File: config.mk
export PLATFORM = sky130hd
export DESIGN_NAME = weekly_light_event_table
export DESIGN_NICKNAME = d
export VERILOG_FILES = /design/src/hdl/wlet_pkg.sv /design/src/hdl/weekly_light_event_table.sv /design/src/hdl/wlet_cell.sv
export SDC_FILE = /design/constraint.sdc
export NUM_CORES = 1
export LEC_CHECK = 0
export BUFFER_PORTS_ARGS = -buffer_cell sky130_fd_sc_hd__buf_2
export CAP_MARGIN = 25
export CORE_MARGIN = 2
export CORE_UTILIZATION = 46
export DETAILED_ROUTE_END_ITERATION = 7
export GPL_TIMING_DRIVEN = 0
export PLACE_DENSITY = 0.62
export SKIP_CTS_REPAIR_TIMING = 1
export SYNTH_ARGS = -nofsm -noshare
export SYNTH_HDL_FRONTEND = slang
export SYNTH_SLANG_ARGS = --single-unit
File: constraint.sdc
create_clock -name clk -period 18.5 [get_ports clk]
set_clock_uncertainty 0.1 [all_clocks]
set_input_delay 3.7 -clock clk [delete_from_list [all_inputs] [get_ports clk]]
set_output_delay 3.7 -clock clk [all_outputs]
set_load 0.1 [all_outputs]
File: src/hdl/wlet_pkg.sv
package wlet_pkg;

	localparam logic [2:0] CMD_ADD_ON  = 3'd0;
	localparam logic [2:0] CMD_ADD_OFF = 3'd1;
	localparam logic [2:0] CMD_REMOVE  = 3'd2;
	localparam logic [2:0] CMD_RAND    = 3'd3;
	localparam logic [2:0] CMD_TICK    = 3'd4;

	localparam logic [1:0] ST_OK       = 2'd0;
	localparam logic [1:0] ST_BAD_ID   = 2'd1;
	localparam logic [1:0] ST_FULL     = 2'd2;
	localparam logic [1:0] ST_NOTFOUND = 2'd3;

	localparam logic [5:0] MAX_LIGHT = 6'd31;
	localparam logic [3:0] DAY_SUN = 4'd0;
	localparam logic [3:0] DAY_MON = 4'd1;
	localparam logic [3:0] DAY_FRI = 4'd5;
	localparam logic [3:0] DAY_SAT = 4'd6;
	localparam logic [3:0] DAY_EVERY   = 4'd7;
	localparam logic [3:0] DAY_WEEKDAY = 4'd8;
	localparam logic [3:0] DAY_WEEKEND = 4'd9;
	localparam logic signed [12:0] MIN_PER_DAY = 13'sd1440;

	typedef struct packed {
		logic [4:0]  light;
		logic        off;
		logic [3:0]  day;
		logic [10:0] minute;
	} entry_t;

	typedef enum logic [1:0] {
		SEQ_IDLE,
		SEQ_SCAN,
		SEQ_FIN
	} seq_t;

	function automatic logic day_match(input logic [3:0] code, input logic [3:0] today);
		logic m;
		m = (code == today) || (code == DAY_EVERY);
		if (code == DAY_WEEKDAY && today >= DAY_MON && today <= DAY_FRI) m = 1'b1;
		if (code == DAY_WEEKEND && (today == DAY_SUN || today == DAY_SAT)) m = 1'b1;
		return m;
	endfunction

endpackage

File: src/hdl/weekly_light_event_table.sv
// An accepted command turns the slot ring once past the head, then issues its final word;
//   a tick hit after the first stalls the ring only while the output is blocked.
// A new command is taken only after that final word is pushed, since one full turn of the
//   slot ring past the single head processing unit serves one command at a time.
// Reset: arst_n clears all slot used flags (table empty), sequencer and output valid;
//   slot contents are not reset and are never read while unused.
module weekly_light_event_table #(
	parameter int TABLE_DEPTH = 64
) (
	input  logic        clk,
	input  logic        arst_n,
	// s_tdata: command[2:0], light_id[8:3], day_code[12:9], minute[23:13],
	//          random_offset[29:24], zero [31:30]
	input  logic        s_tvalid,
	output logic        s_tready,
	input  logic [31:0] s_tdata,
	output logic        m_tvalid,
	input  logic        m_tready,
	// m_tdata: status[1:0], fire_light[6:2], fire_off[7]
	output logic [7:0]  m_tdata,
	// m_tuser: fire_valid
	output logic        m_tuser,
	output logic        m_tlast
);

	localparam int CW = (TABLE_DEPTH > 1) ? $clog2(TABLE_DEPTH) : 1;
	localparam logic [CW-1:0] CNT_END = CW'(TABLE_DEPTH - 1);

	// Slot ring: cell 0 is the head, the processed head word re-enters at the tail,
	// so one full turn restores the index order.
	logic             c_used  [TABLE_DEPTH];
	wlet_pkg::entry_t c_entry [TABLE_DEPTH];
	logic             h_used_new;
	wlet_pkg::entry_t h_entry_new;
	logic             step;

	genvar gi;
	generate
		for (gi = 0; gi < TABLE_DEPTH; gi++) begin : g_cell
			if (gi == TABLE_DEPTH - 1) begin : g_tail
				wlet_cell u_cell (
					.clk(clk), .arst_n(arst_n), .en(step),
					.d_used(h_used_new), .d_entry(h_entry_new),
					.used(c_used[gi]), .entry(c_entry[gi])
				);
			end else begin : g_mid
				wlet_cell u_cell (
					.clk(clk), .arst_n(arst_n), .en(step),
					.d_used(c_used[gi+1]), .d_entry(c_entry[gi+1]),
					.used(c_used[gi]), .entry(c_entry[gi])
				);
			end
		end
	endgenerate

	// command registers
	wlet_pkg::seq_t state_q, state_d;
	logic [2:0]         cmd_q;
	logic               bad_q;
	logic [4:0]         id_q;
	logic [3:0]         day_q;
	logic [10:0]        min_q;
	logic signed [5:0]  ofs_q;
	logic [CW-1:0]      cnt_q;
	logic               hit_q;    // add placed / remove freed / randomize matched
	logic               pend_q;   // a tick hit waits for the next one to know tlast
	logic [4:0]         pend_light_q;
	logic               pend_off_q;

	logic              out_valid_q;
	logic [1:0]        out_status_q;
	logic              out_fire_q;
	logic [4:0]        out_light_q;
	logic              out_off_q;
	logic              out_last_q;

	logic       out_free;
	logic       push;
	logic [1:0] push_status;
	logic       push_fire;
	logic [4:0] push_light;
	logic       push_off;
	logic       push_last;
	logic       hit_now;
	logic       due;
	logic       exact;
	logic signed [12:0] sum;
	logic [10:0] min_new;

	wlet_pkg::entry_t h;
	logic             h_used;
	assign h      = c_entry[0];
	assign h_used = c_used[0];

	assign out_free = !out_valid_q || m_tready;
	assign s_tready = (state_q == wlet_pkg::SEQ_IDLE);

	// head processing unit
	always_comb begin
		exact = h_used && h.light == id_q && h.day == day_q && h.minute == min_q;
		due   = h_used && h.minute == min_q && wlet_pkg::day_match(h.day, day_q);
		sum   = $signed({2'b00, h.minute}) + 13'(ofs_q);
		if (sum < 13'sd0) begin
			sum = sum + wlet_pkg::MIN_PER_DAY;
		end else if (sum >= wlet_pkg::MIN_PER_DAY) begin
			sum = sum - wlet_pkg::MIN_PER_DAY;
		end
		min_new     = sum[10:0];
		h_used_new  = h_used;
		h_entry_new = h;
		hit_now     = 1'b0;
		if (!bad_q) begin
			case (cmd_q)
				wlet_pkg::CMD_ADD_ON, wlet_pkg::CMD_ADD_OFF: begin
					if (!h_used && !hit_q) begin
						h_used_new         = 1'b1;
						h_entry_new.light  = id_q;
						h_entry_new.off    = cmd_q[0];
						h_entry_new.day    = day_q;
						h_entry_new.minute = min_q;
						hit_now            = 1'b1;
					end
				end
				wlet_pkg::CMD_REMOVE: begin
					if (exact && !hit_q) begin
						h_used_new = 1'b0;
						hit_now    = 1'b1;
					end
				end
				wlet_pkg::CMD_RAND: begin
					if (exact) begin
						h_entry_new.minute = min_new;
						hit_now            = 1'b1;
					end
				end
				default: ;
			endcase
		end
	end

	// sequencer and output push
	always_comb begin
		state_d     = state_q;
		step        = 1'b0;
		push        = 1'b0;
		push_status = wlet_pkg::ST_OK;
		push_fire   = 1'b0;
		push_light  = pend_light_q;
		push_off    = pend_off_q;
		push_last   = 1'b1;
		case (state_q)
			wlet_pkg::SEQ_IDLE: begin
				if (s_tvalid) state_d = wlet_pkg::SEQ_SCAN;
			end
			wlet_pkg::SEQ_SCAN: begin
				if (cmd_q == wlet_pkg::CMD_TICK && due && pend_q) begin
					push      = out_free;
					push_fire = 1'b1;
					push_last = 1'b0;
					step      = out_free;
				end else begin
					step = 1'b1;
				end
				if (step && cnt_q == CNT_END) state_d = wlet_pkg::SEQ_FIN;
			end
			wlet_pkg::SEQ_FIN: begin
				push = out_free;
				if (cmd_q == wlet_pkg::CMD_TICK && pend_q) begin
					push_fire = 1'b1;
				end else if (bad_q) begin
					push_status = wlet_pkg::ST_BAD_ID;
				end else if (cmd_q == wlet_pkg::CMD_ADD_ON || cmd_q == wlet_pkg::CMD_ADD_OFF) begin
					push_status = hit_q ? wlet_pkg::ST_OK : wlet_pkg::ST_FULL;
				end else if (cmd_q == wlet_pkg::CMD_REMOVE || cmd_q == wlet_pkg::CMD_RAND) begin
					push_status = hit_q ? wlet_pkg::ST_OK : wlet_pkg::ST_NOTFOUND;
				end
				if (out_free) state_d = wlet_pkg::SEQ_IDLE;
			end
			default: state_d = wlet_pkg::SEQ_IDLE;
		endcase
		if (!push_fire) begin
			push_light = 5'd0;
			push_off   = 1'b0;
		end
	end

	always_ff @(posedge clk or negedge arst_n) begin
		if (!arst_n) begin
			state_q     <= wlet_pkg::SEQ_IDLE;
			cnt_q       <= '0;
			hit_q       <= 1'b0;
			pend_q      <= 1'b0;
			out_valid_q <= 1'b0;
		end else begin
			state_q <= state_d;
			if (s_tvalid && s_tready) begin
				cnt_q  <= '0;
				hit_q  <= 1'b0;
				pend_q <= 1'b0;
			end else if (step) begin
				cnt_q <= (cnt_q == CNT_END) ? '0 : cnt_q + 1'b1;
				if (hit_now) hit_q <= 1'b1;
				if (cmd_q == wlet_pkg::CMD_TICK && due) pend_q <= 1'b1;
			end
			if (push) begin
				out_valid_q <= 1'b1;
			end else if (m_tready) begin
				out_valid_q <= 1'b0;
			end
		end
	end

	always_ff @(posedge clk) begin
		if (s_tvalid && s_tready) begin
			cmd_q <= s_tdata[2:0];
			bad_q <= (s_tdata[2:0] <= wlet_pkg::CMD_RAND) && (s_tdata[8:3] > wlet_pkg::MAX_LIGHT);
			id_q  <= s_tdata[7:3];
			day_q <= s_tdata[12:9];
			min_q <= s_tdata[23:13];
			ofs_q <= s_tdata[29:24];
		end
		if (step && cmd_q == wlet_pkg::CMD_TICK && due) begin
			pend_light_q <= h.light;
			pend_off_q   <= h.off;
		end
		if (push) begin
			out_status_q <= push_status;
			out_fire_q   <= push_fire;
			out_light_q  <= push_light;
			out_off_q    <= push_off;
			out_last_q   <= push_last;
		end
	end

	assign m_tvalid = out_valid_q;
	assign m_tdata  = {out_off_q, out_light_q, out_status_q};
	assign m_tuser  = out_fire_q;
	assign m_tlast  = out_last_q;

	// the ring is parked at its home position whenever no command runs
	a_idle_home: assert property (@(posedge clk) disable iff (!arst_n)
		(state_q == wlet_pkg::SEQ_IDLE) |-> (cnt_q == '0))
		else $error("ring not at home while idle");

	// every command closes with a final word
	a_fin_last: assert property (@(posedge clk) disable iff (!arst_n)
		(state_q == wlet_pkg::SEQ_FIN && out_free) |=> (m_tvalid && m_tlast))
		else $error("command ended without final word");

	// the ring never moves outside a scan
	a_step_scan: assert property (@(posedge clk) disable iff (!arst_n)
		step |-> (state_q == wlet_pkg::SEQ_SCAN))
		else $error("ring shifted outside scan");

	// fire words always carry ok status
	a_fire_ok: assert property (@(posedge clk) disable iff (!arst_n)
		(m_tvalid && m_tuser) |-> (m_tdata[1:0] == wlet_pkg::ST_OK))
		else $error("fire word with error status");

endmodule

File: src/hdl/wlet_cell.sv
// one table slot; shifts toward the head when en is high
module wlet_cell (
	input  logic             clk,
	input  logic             arst_n,
	input  logic             en,
	input  logic             d_used,
	input  wlet_pkg::entry_t d_entry,
	output logic             used,
	output wlet_pkg::entry_t entry
);

	logic             used_q;
	wlet_pkg::entry_t entry_q;

	always_ff @(posedge clk or negedge arst_n) begin
		if (!arst_n) begin
			used_q <= 1'b0;
		end else if (en) begin
			used_q <= d_used;
		end
	end

	always_ff @(posedge clk) begin
		if (en) begin
			entry_q <= d_entry;
		end
	end

	assign used  = used_q;
	assign entry = entry_q;

endmodule

## After elaboration in Yosys (flattened, before gate mapping)

Index checks and enable logic that the tools add are counted.

| word-level totals | value |
|---|---|
| register bits after elaboration | 1,465 |
| input port bits | 36 |
| output and inout port bits | 12 |
| word-level logic and storage cells | 453 |

| operators by class | value |
|---|---|
| add/subtract/negate cells | 4 |
| $lt $le $gt $ge | 6 |
| equal/unequal tests | 17 |
| mux-type cells | 47 |
| bitwise operators | 1 |
| reductions and logical operators | 39 |

Operator list:

| operator | number |
|---|---|
| 21-bit 2-to-1 mux | 2 |
| 11-bit 2-to-1 mux | 3 |
| 1-bit 2-to-1 mux | 25 |
| 11-bit one-hot mux with 2 select lines | 1 |
| 1-bit logical AND | 18 |
| 6-bit 2-to-1 mux | 3 |
| 2-bit 2-to-1 mux | 7 |
| 12-bit by 6-bit adder with 13-bit output | 1 |
| 13-bit by 12-bit greater-or-equal comparator with 1-bit output, second input constant | 1 |
| 13-bit by 1-bit less-than comparator with 1-bit output, second input constant | 1 |
| 11-bit adder, second input constant | 1 |
| 11-bit == test | 1 |
| 11-bit subtractor, second input constant | 1 |
| 10-bit 2-to-1 mux | 1 |
| 4-bit by 3-bit == test with 1-bit output, second input constant | 2 |
| 4-bit == test, second input constant | 2 |
| 2-bit nonzero test | 4 |
| 6-bit by 1-bit adder with 6-bit output, second input constant | 1 |
| 3-bit by 2-bit == test with 1-bit output, second input constant | 2 |
| 6-bit == test, second input constant | 1 |
| 6-bit by 5-bit > comparator with 1-bit output, second input constant | 1 |
| 2-bit inequality test, second input constant | 3 |
| 1-bit one-hot mux with 2 select lines | 3 |
| 2-bit one-hot mux with 3 select lines | 1 |
| 20 further kinds | 28 |

## Logic depth before layout (Yosys ltp)

Gate-level depths: netlist of run 1.

| depth | value |
|---|---|
| depth after elaboration | 13 |
| mapped depth | 13 |
| mapped depth without buffers | 13 |

## Cells and area by module

A second synthesis of run 1 with hierarchy kept.

| second synthesis, totals | value |
|---|---|
| cells, all modules | 1,882 |
| area, all modules | 46,935.0 sq um |

Modules (own cells, without submodules):

| module | instances | cells each | area an instance (sq um) | seq. area each (sq um) |
|---|---|---|---|---|
| wlet_cell | 64 | 23 | 670.6 | 655.6 |
| weekly_light_event_table | 1 | 410 | 4,013.8 | 1,656.6 |

## Worst setup path after synthesis of run 1

OpenSTA, ideal clock, no wires.

| timing | value |
|---|---|
| path kind | input-to-reg |
| start | input port m_tready |
| end | register g_cell[49].g_mid.u_cell.used_q |
| setup time | 0.150 ns |
| data arrival time | 21.721 ns |
| data required time | 18.250 ns |
| path slack | -3.471 ns |
| stages | 6 |
| path buffers | 2 |
| path through | nor2_1 -> a21bo_2 -> inv_2 -> buf_2 -> buf_2 -> mux2_2 |

| between the ends | value |
|---|---|
| longest elaborated chain between the ends | 4 |

Ends and longest elaborated chain:

| item | RTL line | source |
|---|---|---|
| from (decl) | weekly_light_event_table.sv:18 | `input logic m_tready,` |
| 1-bit logical OR | weekly_light_event_table.sv:95 | `assign out_free = !out_valid_q \|\| m_tready;` |
| 1-bit 2-to-1 mux | weekly_light_event_table.sv:156 | `if (cmd_q == wlet_pkg::CMD_TICK && due && pend_q) begin` |
| 1-bit 2-to-1 mux (2 in series) | weekly_light_event_table.sv:151 | `case (state_q)` |
| via g_cell[0].g_mid.u_cell.en | wlet_cell.sv:5 | `input logic en,` |
| to (signal assigned) | wlet_cell.sv:19 | `used_q <= d_used;` |
| to (decl) | wlet_cell.sv:12 | `logic used_q;` |

The timed path passes the listed nets, and every way through them passes these cells. The select of a mux whose other input is x is not followed.
A chain may end at the register's enable or synchronous reset.

## Final worst setup path of run 1

| timing | value |
|---|---|
| start | input port m_tready |
| end | register g_cell[17].g_mid.u_cell.entry_q (netlist bit g_cell[17].g_mid.u_cell.entry[7]) (enable) |

| between the ends | value |
|---|---|
| longest elaborated chain between the ends | 4 |

Ends and longest elaborated chain:

| item | RTL line | source |
|---|---|---|
| 1-bit logical OR | weekly_light_event_table.sv:95 |  |
| 1-bit 2-to-1 mux | weekly_light_event_table.sv:156 |  |
| 1-bit 2-to-1 mux (2 in series) | weekly_light_event_table.sv:151 |  |
| via g_cell[0].g_mid.u_cell.en | wlet_cell.sv:5 |  |
| to (signal assigned) | wlet_cell.sv:25 | `entry_q <= d_entry;` |
| to (decl) | wlet_cell.sv:13 | `wlet_pkg::entry_t entry_q;` |

The timed path passes the listed nets, and every way through them passes these cells. The select of a mux whose other input is x is not followed.

==> results by group, run 1 <==
Logic synthesis
  • Synth Register Bits: around 1.5k
  • Share of the synthesized area in the top cell type: between 80% and 90%
  • Register area share after synthesis: 93.0%
  • Post-synth top cells: edfxtp_1 (1390), dfrtp_1 (75), mux2_2 (64)
  • Mean Syn Cell Area: approximately 25 sq um
  • Synth area leader: edfxtp_1
  • Ys flop type: edfxtp_1
  • Post-synth cell types: 76
  • Post-synth ARST share: 5.12%
  • Post-synth net total: around 2k
  • YS warnings: 0
  • Top area cells in the synthesized netlist: edfxtp_1 (89%), dfrtp_1 (4.0%), mux2_2 (1.5%), ha_1 (0.48%), nand2_1 (0.47%)
  • Most common cell in the netlist: edfxtp_1
  • Mapped Cells: about 1.9k
  • Synthesized cell area: approximately 47000 sq um
  • Number of flops mapped to enable cells by yosys: roughly 1.4k

Layout
  • Nets: roughly 2.2k
  • Number of diodes: 0
  • Syn-to-layout area delta: 14.4%
  • Layout cells sized above 1: between 15 and 20%
  • Final non-filler cell total: ~3.6k
  • FILL cells: about 7.6k

Critical path
  • CP required: approximately 19 ns
  • Crit-path cells: buf_2 -> nor2_1 -> a21bo_2 -> inv_2 -> buf_2 -> buf_16 -> buf_16 -> buf_16 -> buf_16
  • Reg2Reg Launch Point: g_cell[0].g_mid.u_cell.entry[11]
  • CP Launch Point: m_tready
  • CP most frequent cell: buf_16
  • Setup crit end kind: register
  • Critical path peak fanout: around 220
  • Slowest library cell on the worst path: buf_16
  • Worst Setup Start Kind: input port
  • Crit Path Category: in2reg
  • Crit path DAT: roughly 7.2 ns
  • CP peak stage delay: between 0.6 and 0.7 ns

Worst hold path
  • Hold Crit Start: g_cell[33].g_mid.u_cell.entry[6]
  • HP Class: reg2reg

Floorplanning
  • Row cnt: roughly 120
  • Die X: about 320 microns
  • Area of the die: between 100000 and 150000 sq um
  • Core Footprint: a little over 100000 sq um
  • Die Span Y: between 300 and 400 microns
  • Initial core utilization: around 46%
  • IO Pins: between 40 and 50

Clock network
  • H-Tree Depth: 4
  • Clk sinks: roughly 1.5k
  • CTS clk-pin slew, worst paths: 0.06 ns
  • Skew-Pair Late Insertion Delay: around 0.74 ns
  • CTS Buf Count: approximately 140
  • Clock tree buffer depth: 3
  • CTS tree: done
  • Clock root buffer: clkbuf_16

Global routing
  • Global-route wire length before repair: roughly 98000 microns
  • Vias in the first global route: between 15k and 20k
  • Grt total ovfl: 0
  • Largest net degree at the start of global routing: 219
  • Initial antenna violation count: 0
  • Global Route Usage Sum: 12.1%

Timing
  • Slew @ Worst Pin: approximately 1.2 ns
  • Final setup vio count: 0
  • Slew Viols, Final: 0
  • RSZ-0062 raised after global routing: false
  • Period utilization: between 30% and 40%
  • Setup TNS Final: 0 ns
  • Max-Slew Margin vs Limit: ~23%
  • Max Fclk: 144 MHz
  • Crit path time final: between 6 and 7 ns
  • Final hold vios: 0

Power
  • Switching Share: about a quarter
  • Cell Int Power: ~6.8 mW
  • Clock share of power: 31.2%
  • Worst vdd ir: between 100 and 150 uV
  • Net Switching: about 2.1 mW
  • Share of power burned in registers: around 60%
  • Power share of the combinational group: between 10% and 20%
  • P per Cell Area: 166 nW/um^2
  • Leak: between 15 and 20 nW

Run
  • Max Cap Viol: 0

Placement
  • Post-Place Cells: between 3k and 4k
  • Gpl congestion: ~0.8
  • Dpl hpwl: about 31000 microns
  • I/O Buffers: 45

Detailed routing
  • DR iter-0 viols: about 1.6k
  • Final antenna-violating net count: 0
  • Wire per inst: between 15 and 20 microns
  • Via Count: between 15k and 20k
  • Vias per Instance: 4.86
  • First-pass DRT Iterations: 5
  • Remaining routing DRC violations: 0
  • Final wirelength: 61700 microns

Outcome
  • Status: complete, no violations
## final timing paths
kind / end / slack, ns / cells after the start
max: g_cell[17].g_mid.u_cell.entry[7] / 11.56 / 9
min: g_cell[32].g_mid.u_cell.entry[6] / 0.30 / 0
max reg2reg: g_cell[17].g_mid.u_cell.entry[7] / 13.22 / 12
min reg2reg: g_cell[32].g_mid.u_cell.entry[6] / 0.30 / 0
max in group asynchronous: g_cell[9].g_mid.u_cell.used / 15.10 / 2
min in group asynchronous: g_cell[25].g_mid.u_cell.used / 2.89 / 2
## routing by layer
| layer | GRT usage (%) | wire length (microns) | vias to the layer above | part of all wire [%] |
|---|---|---|---|---|
| met3 | 3.27 | 3370 | 131 | 5.5 |
| li1 | - | - | 8008 | - |
| met5 | 0 | 0 | - | 0 |
| met4 | 4.83 | 1510 | 0 | 2.5 |
| met2 | 15.0 | 24500 | 330 | 40 |
| met1 | 19.8 | 32300 | 8995 | 52 |
## power by group through the flow
stage | Clock [mW] | Combinational (mW) | Sequential, mW
after floorplan | 0 | 0.635 | 5.66
after global placement | 0 | 0.829 | 5.86
after detailed placement | 0 | 0.935 | 5.28
after CTS | 2.88 | 0.927 | 5.25
after global routing | 3.01 | 1.01 | 5.32
final | 2.79 | 0.912 | 5.23
## cell type report
class                   count  area (sq um)  area share [%]
inverters                  19          71.3           0.133
repair buffers             56           478           0.891
multi-input cells         407          3120            5.82
flip-flops and latches   1465         43600            81.3
clock buffers             182          3790            7.06
clock inverters            74           737            1.37
plain buffers              21           118           0.219
well taps                1368          1710            3.19
## sequential cells by signal (all words and copies together) (netlist names), 2 cells and up
signal,cells
state_q,2
out_status_q,2
day_q,4
ofs_q,6
min_q,11
g_cell.g_mid.u_cell.entry,1323
id_q,5
cmd_q,3
cnt_q,6
g_cell.g_tail.u_cell.entry,21
pend_light_q,5
out_light_q,5
g_cell.g_mid.u_cell.used,63
## cells in the final DEF (no fill, tap or decap), drive strengths merged, types with 11 or more instances in the layout
cell type	count
edfxtp	1390
o21ai	29
bufinv	11
mux2	65
xor2	11
inv	26
nand2	60
buf	66
ha	18
nor3	12
xnor2	17
nor2	33
clkinv	56
dfrtp	75
a21oi	21
clkbuf	193
## metrics by stage
step	cell area (sq um)	util, %	hold WS (ns)	power (mW)	worst slack (ns)
2_1_floorplan	46900	-	0.300	6.30	4.08
3_3_place_gp	48800	48.1	0.306	6.69	1.57
3_5_place_dp	49100	48.4	0.305	6.22	10.62
4_1_cts	53600	52.8	0.295	9.06	11.46
5_1_grt	53600	52.9	0.299	9.34	11.21
6_report	53600	52.9	0.299	8.92	11.56
## critical path, delay by kind of cell
kind                   cells  cell delay (ns)
AO/OA/AOI/OAI              1             0.25
buffers and inverters      7             2.71
AND/OR/NAND/NOR            1             0.07
## cell families (layout without fill, tap and decap cells)
kind of cell    Yosys count  count (layout)  share of synthesized area [%]
buf+inv                  40             352                          0.352
flops                  1465            1465                           93.0
xor+xnor                 28              28                          0.603
fa+ha+maj                19              19                          0.523
mux                      74              74                           1.76
compound gates          117             117                           1.91
simple gates            169             169                           1.86
No activity file was read; power rests on OpenSTA's default activity.
==> inputs of run 2 (changes only) <==
- ABC_AREA: default -> 1
- PLACE_DENSITY: 0.62 -> 0.6
- clock period: 18.5 -> 6.8 ns (I/O delays scaled with it)
==> run 2 against run 1 <==
Synthesized cell count up 14%; largest cell class unchanged; non-clock buffer count down 5; wire length up 1.6%; cell count up 7.5%; via count up 5.5%; worst hold slack better by 0.0039 ns; critical path type is now reg2reg; setup slack worse by 10 ns; largest power group unchanged; die area about the same; sequential share of layout area about the same; critical path depth up 4; first-iteration DRC count up 6.3%; clock power rose to 2.7 times the previous value.
==> results by group, run 2 <==
Outcome
  • Status: complete, no violations

Global routing
  • Global Route Usage Sum: 12.4% (+0.30 points)
  • Grt total ovfl: 0 (unchanged)
  • Global-route wire length before repair: 101000 microns (+3.3%)
  • Vias in the first global route: 18.1k (+4.6%)
  • Initial antenna violation count: 0 (unchanged)
  • Largest net degree at the start of global routing: 225 (+2.7%)

Placement
  • Gpl congestion: 0.816 (-1.0%)
  • Dpl hpwl: 31800 microns (+2.3%)
  • Placed Area: 49100 sq um (about the same)
  • Place WS: 1.20 ns (-9.43 ns)
  • Post-Place Cells: 3602 (+8.0%)
  • I/O Buffers: 45 (unchanged)

Critical path
  • Worst Setup Start Kind: register
  • Flop-to-flop setup slack: 1.48 ns (-11.74 ns)
  • Slowest library cell on the worst path: buf_16
  • CP delay by family, top: buffers and inverters
  • CP peak stage delay: 0.62 ns (-0.04 ns)
  • Crit-path cells: or2_2 -> nand4_1 -> o21ai_0 -> nor2_1 -> nor3b_2 -> nand3_1 -> nand2_2 -> inv_2 -> clkbuf_16 -> buf_16 -> buf_16 -> buf_16 -> buf_16
  • Critical path peak fanout: 167 (-23%)
  • Worst reg2reg endpoint: g_cell[25].g_mid.u_cell.entry[11]
  • Setup crit end kind: register
  • Reg2Reg Launch Point: g_cell[0].g_mid.u_cell.entry[13]
  • CP most frequent cell: buf_16
  • CP required: 7.04 ns (-11.68 ns)
  • Reg2Reg Depth: 13 (+1)
  • Crit path DAT: 5.56 ns (-1.61 ns)
  • Worst path bufs/invs: 6 (-1)
  • Crit Path Category: reg2reg

Floorplanning
  • Initial core utilization: 46.3% (about the same)
  • Core Footprint: 101000 sq um (unchanged)
  • Die Span Y: 323 microns (about the same)
  • IO Pins: 48 (unchanged)
  • Die X: 323 microns (about the same)
  • Row cnt: 117 (unchanged)
  • Area of the die: 105000 sq um (about the same)

Logic synthesis
  • Register area share after synthesis: 92.9% (about the same)
  • Ys flop type: edfxtp_1
  • Synthesized cell area: 46900 sq um (about the same)
  • Mean Syn Cell Area: 21.5 sq um (-12%)
  • Post-synth ARST share: 5.12% (unchanged)
  • Number of flops mapped to enable cells by yosys: 1390 (unchanged)
  • Post-synth cell types: 36 (-53%)
  • Share of the synthesized area in the top cell type: 88.9% (about the same)
  • Most common cell in the netlist: edfxtp_1
  • Top area cells in the synthesized netlist: edfxtp_1 (89%), dfrtp_1 (4.0%), nand2_1 (2.7%), inv_1 (0.75%), o21ai_0 (0.60%)
  • YS warnings: 0 (unchanged)
  • Post-synth top cells: edfxtp_1 (1390), nand2_1 (340), inv_1 (94)
  • Synth Register Bits: 1465 (unchanged)
  • Mapped Cells: 2181 (+14%)
  • Post-synth net total: 2236 (+14%)
  • Synth area leader: edfxtp_1

Timing
  • Final setup vio count: 0 (unchanged)
  • Crit path time final: 5.32 ns
  • Final hold vios: 0 (unchanged)
  • Max Fclk: about 190 MHz
  • Slew Viols, Final: 0 (unchanged)
  • Setup TNS Final: 0 ns (unchanged)
  • Max-Slew Margin vs Limit: 24.7% (+1.9 points)
  • Setup ws final: 1.48 ns (-10.08 ns)
  • Slew @ Worst Pin: 1.13 ns (-0.0292 ns)
  • Period utilization: 78.3%
  • RSZ-0062 raised after global routing: false

Power
  • Leak: 17.5 nW (+3.1%)
  • P per Cell Area: 441 nW/um^2 (+160%)
  • PnR Total Power: 23.6 mW (+160%)
  • Worst vdd ir: 391 uV (+170%)

Detailed routing
  • Final wirelength: 62700 microns (+1.6%)
  • Remaining routing DRC violations: 0 (unchanged)
  • Wire per inst: 16.3 microns (-5.4%)
  • Via Count: 18.4k (+5.5%)
  • Vias per Instance: 4.77 (-1.8%)
  • DR iter-0 viols: 1716 (+6.3%)
  • First-pass DRT Iterations: 5 (unchanged)
  • Final antenna-violating net count: 0 (unchanged)

Clock network
  • H-Tree Depth: 4 (unchanged)
  • CTS tree: done
  • CTS clk-pin slew, worst paths: 0.06 ns (about the same)
  • CTS Buf Count: 144 (+1.4%)
  • Clock root buffer: clkbuf_16
  • Clock tree buffer depth: 3 (unchanged)
  • Skew-Pair Late Insertion Delay: 0.72 ns (-0.02 ns)
  • Clk sinks: 1465 (unchanged)

Worst hold path
  • Worst hold path cell count: 0 (unchanged)
  • WHS Endpoint: g_cell[51].g_mid.u_cell.entry[8]
  • Hold Crit Start: g_cell[52].g_mid.u_cell.entry[8]
  • HP Class: reg2reg

Layout
  • Number of diodes: 0 (unchanged)
  • Syn-to-layout area delta: 14.2%
  • Commonest cells after routing, fill and taps aside: edfxtp_1 (1390), nand2_1 (340), clkbuf_16 (151)
  • Nets: 2435 (+12%)
  • Most common library cell in the layout ignoring fill and taps: edfxtp_1
  • FILL cells: 7790 (+2.0%)
  • Largest register FFs: 1323 (unchanged)
  • Final non-filler cell total: 3860 (+7.5%)
  • Fin area: 53600 sq um (about the same)
  • Layout cells sized above 1: 11.1% (-4.8 points)

Run
  • Max Cap Viol: 0 (unchanged)
[run 2: kinds of logic after synthesis]
| group | after synthesis | synth area share (%) |
|---|---|---|
| DFF | 1465 | 92.9 |
| buffers and inverters | 117 | 1.06 |
| AOI/OAI and AO/OA | 99 | 1.13 |
| xor gates and xnor gates | 13 | 0.243 |
| muxes | 6 | 0.144 |
| and+or+nand+nor | 462 | 3.95 |
| adders and majority gates | 19 | 0.523 |
[run 2: final cells by class]
class / instances / area, sq um / area share, %
flip-flops and latches: 1465 / 43600 / 81.4
clock buffers: 191 / 3950 / 7.36
clock inverters: 67 / 557 / 1.04
repair buffers: 53 / 448 / 0.835
inverters: 98 / 368 / 0.686
plain buffers: 19 / 153 / 0.285
well taps: 1368 / 1710 / 3.19
multi-input cells: 599 / 2810 / 5.24
[run 2: where the power goes]
part / internal (mW) / switching, mW / total (mW)
logic: 0.389 / 1.93 / 2.32
registers: 13.2 / 0.567 / 13.8
clock network: 4.30 / 3.21 / 7.50
total: 17.9 / 5.71 / 23.6
[run 2: through the flow]
stage / hold slack, ns / util [%]
after floorplan: 0.300 / -
after global placement: 0.303 / 48.2
after detailed placement: 0.305 / 48.4
after CTS: 0.294 / 52.8
after global routing: 0.311 / 52.8
final: 0.303 / 52.8
[run 2: worst max path at each step]
stage                                      from                           endpoint  slack, ns  cells past startpoint
3_5_place_dp   g_cell[0].g_mid.u_cell.entry[13]  g_cell[26].g_mid.u_cell.entry[11]       1.20                     13
4_1_cts        g_cell[0].g_mid.u_cell.entry[13]  g_cell[31].g_mid.u_cell.entry[11]       1.22                     13
6_report       g_cell[0].g_mid.u_cell.entry[13]  g_cell[25].g_mid.u_cell.entry[11]       1.48                     13
3_3_place_gp   g_cell[0].g_mid.u_cell.entry[13]   g_cell[10].g_mid.u_cell.entry[4]      -0.26                      9
2_1_floorplan                          m_tready    g_cell[0].g_mid.u_cell.entry[0]       1.23                      5
5_1_grt                                day_q[1]  g_cell[26].g_mid.u_cell.entry[12]       0.91                     14
[run 2: layer usage]
| metal | up-vias | wire length (microns) | GRT usage [%] |
|---|---|---|---|
| li1 | 8619 | - | - |
| met4 | 0 | 1490 | 4.69 |
| met3 | 120 | 3690 | 3.54 |
| met5 | - | 0 | 0 |
| met2 | 369 | 24600 | 15.3 |
| met1 | 9313 | 32900 | 20.4 |
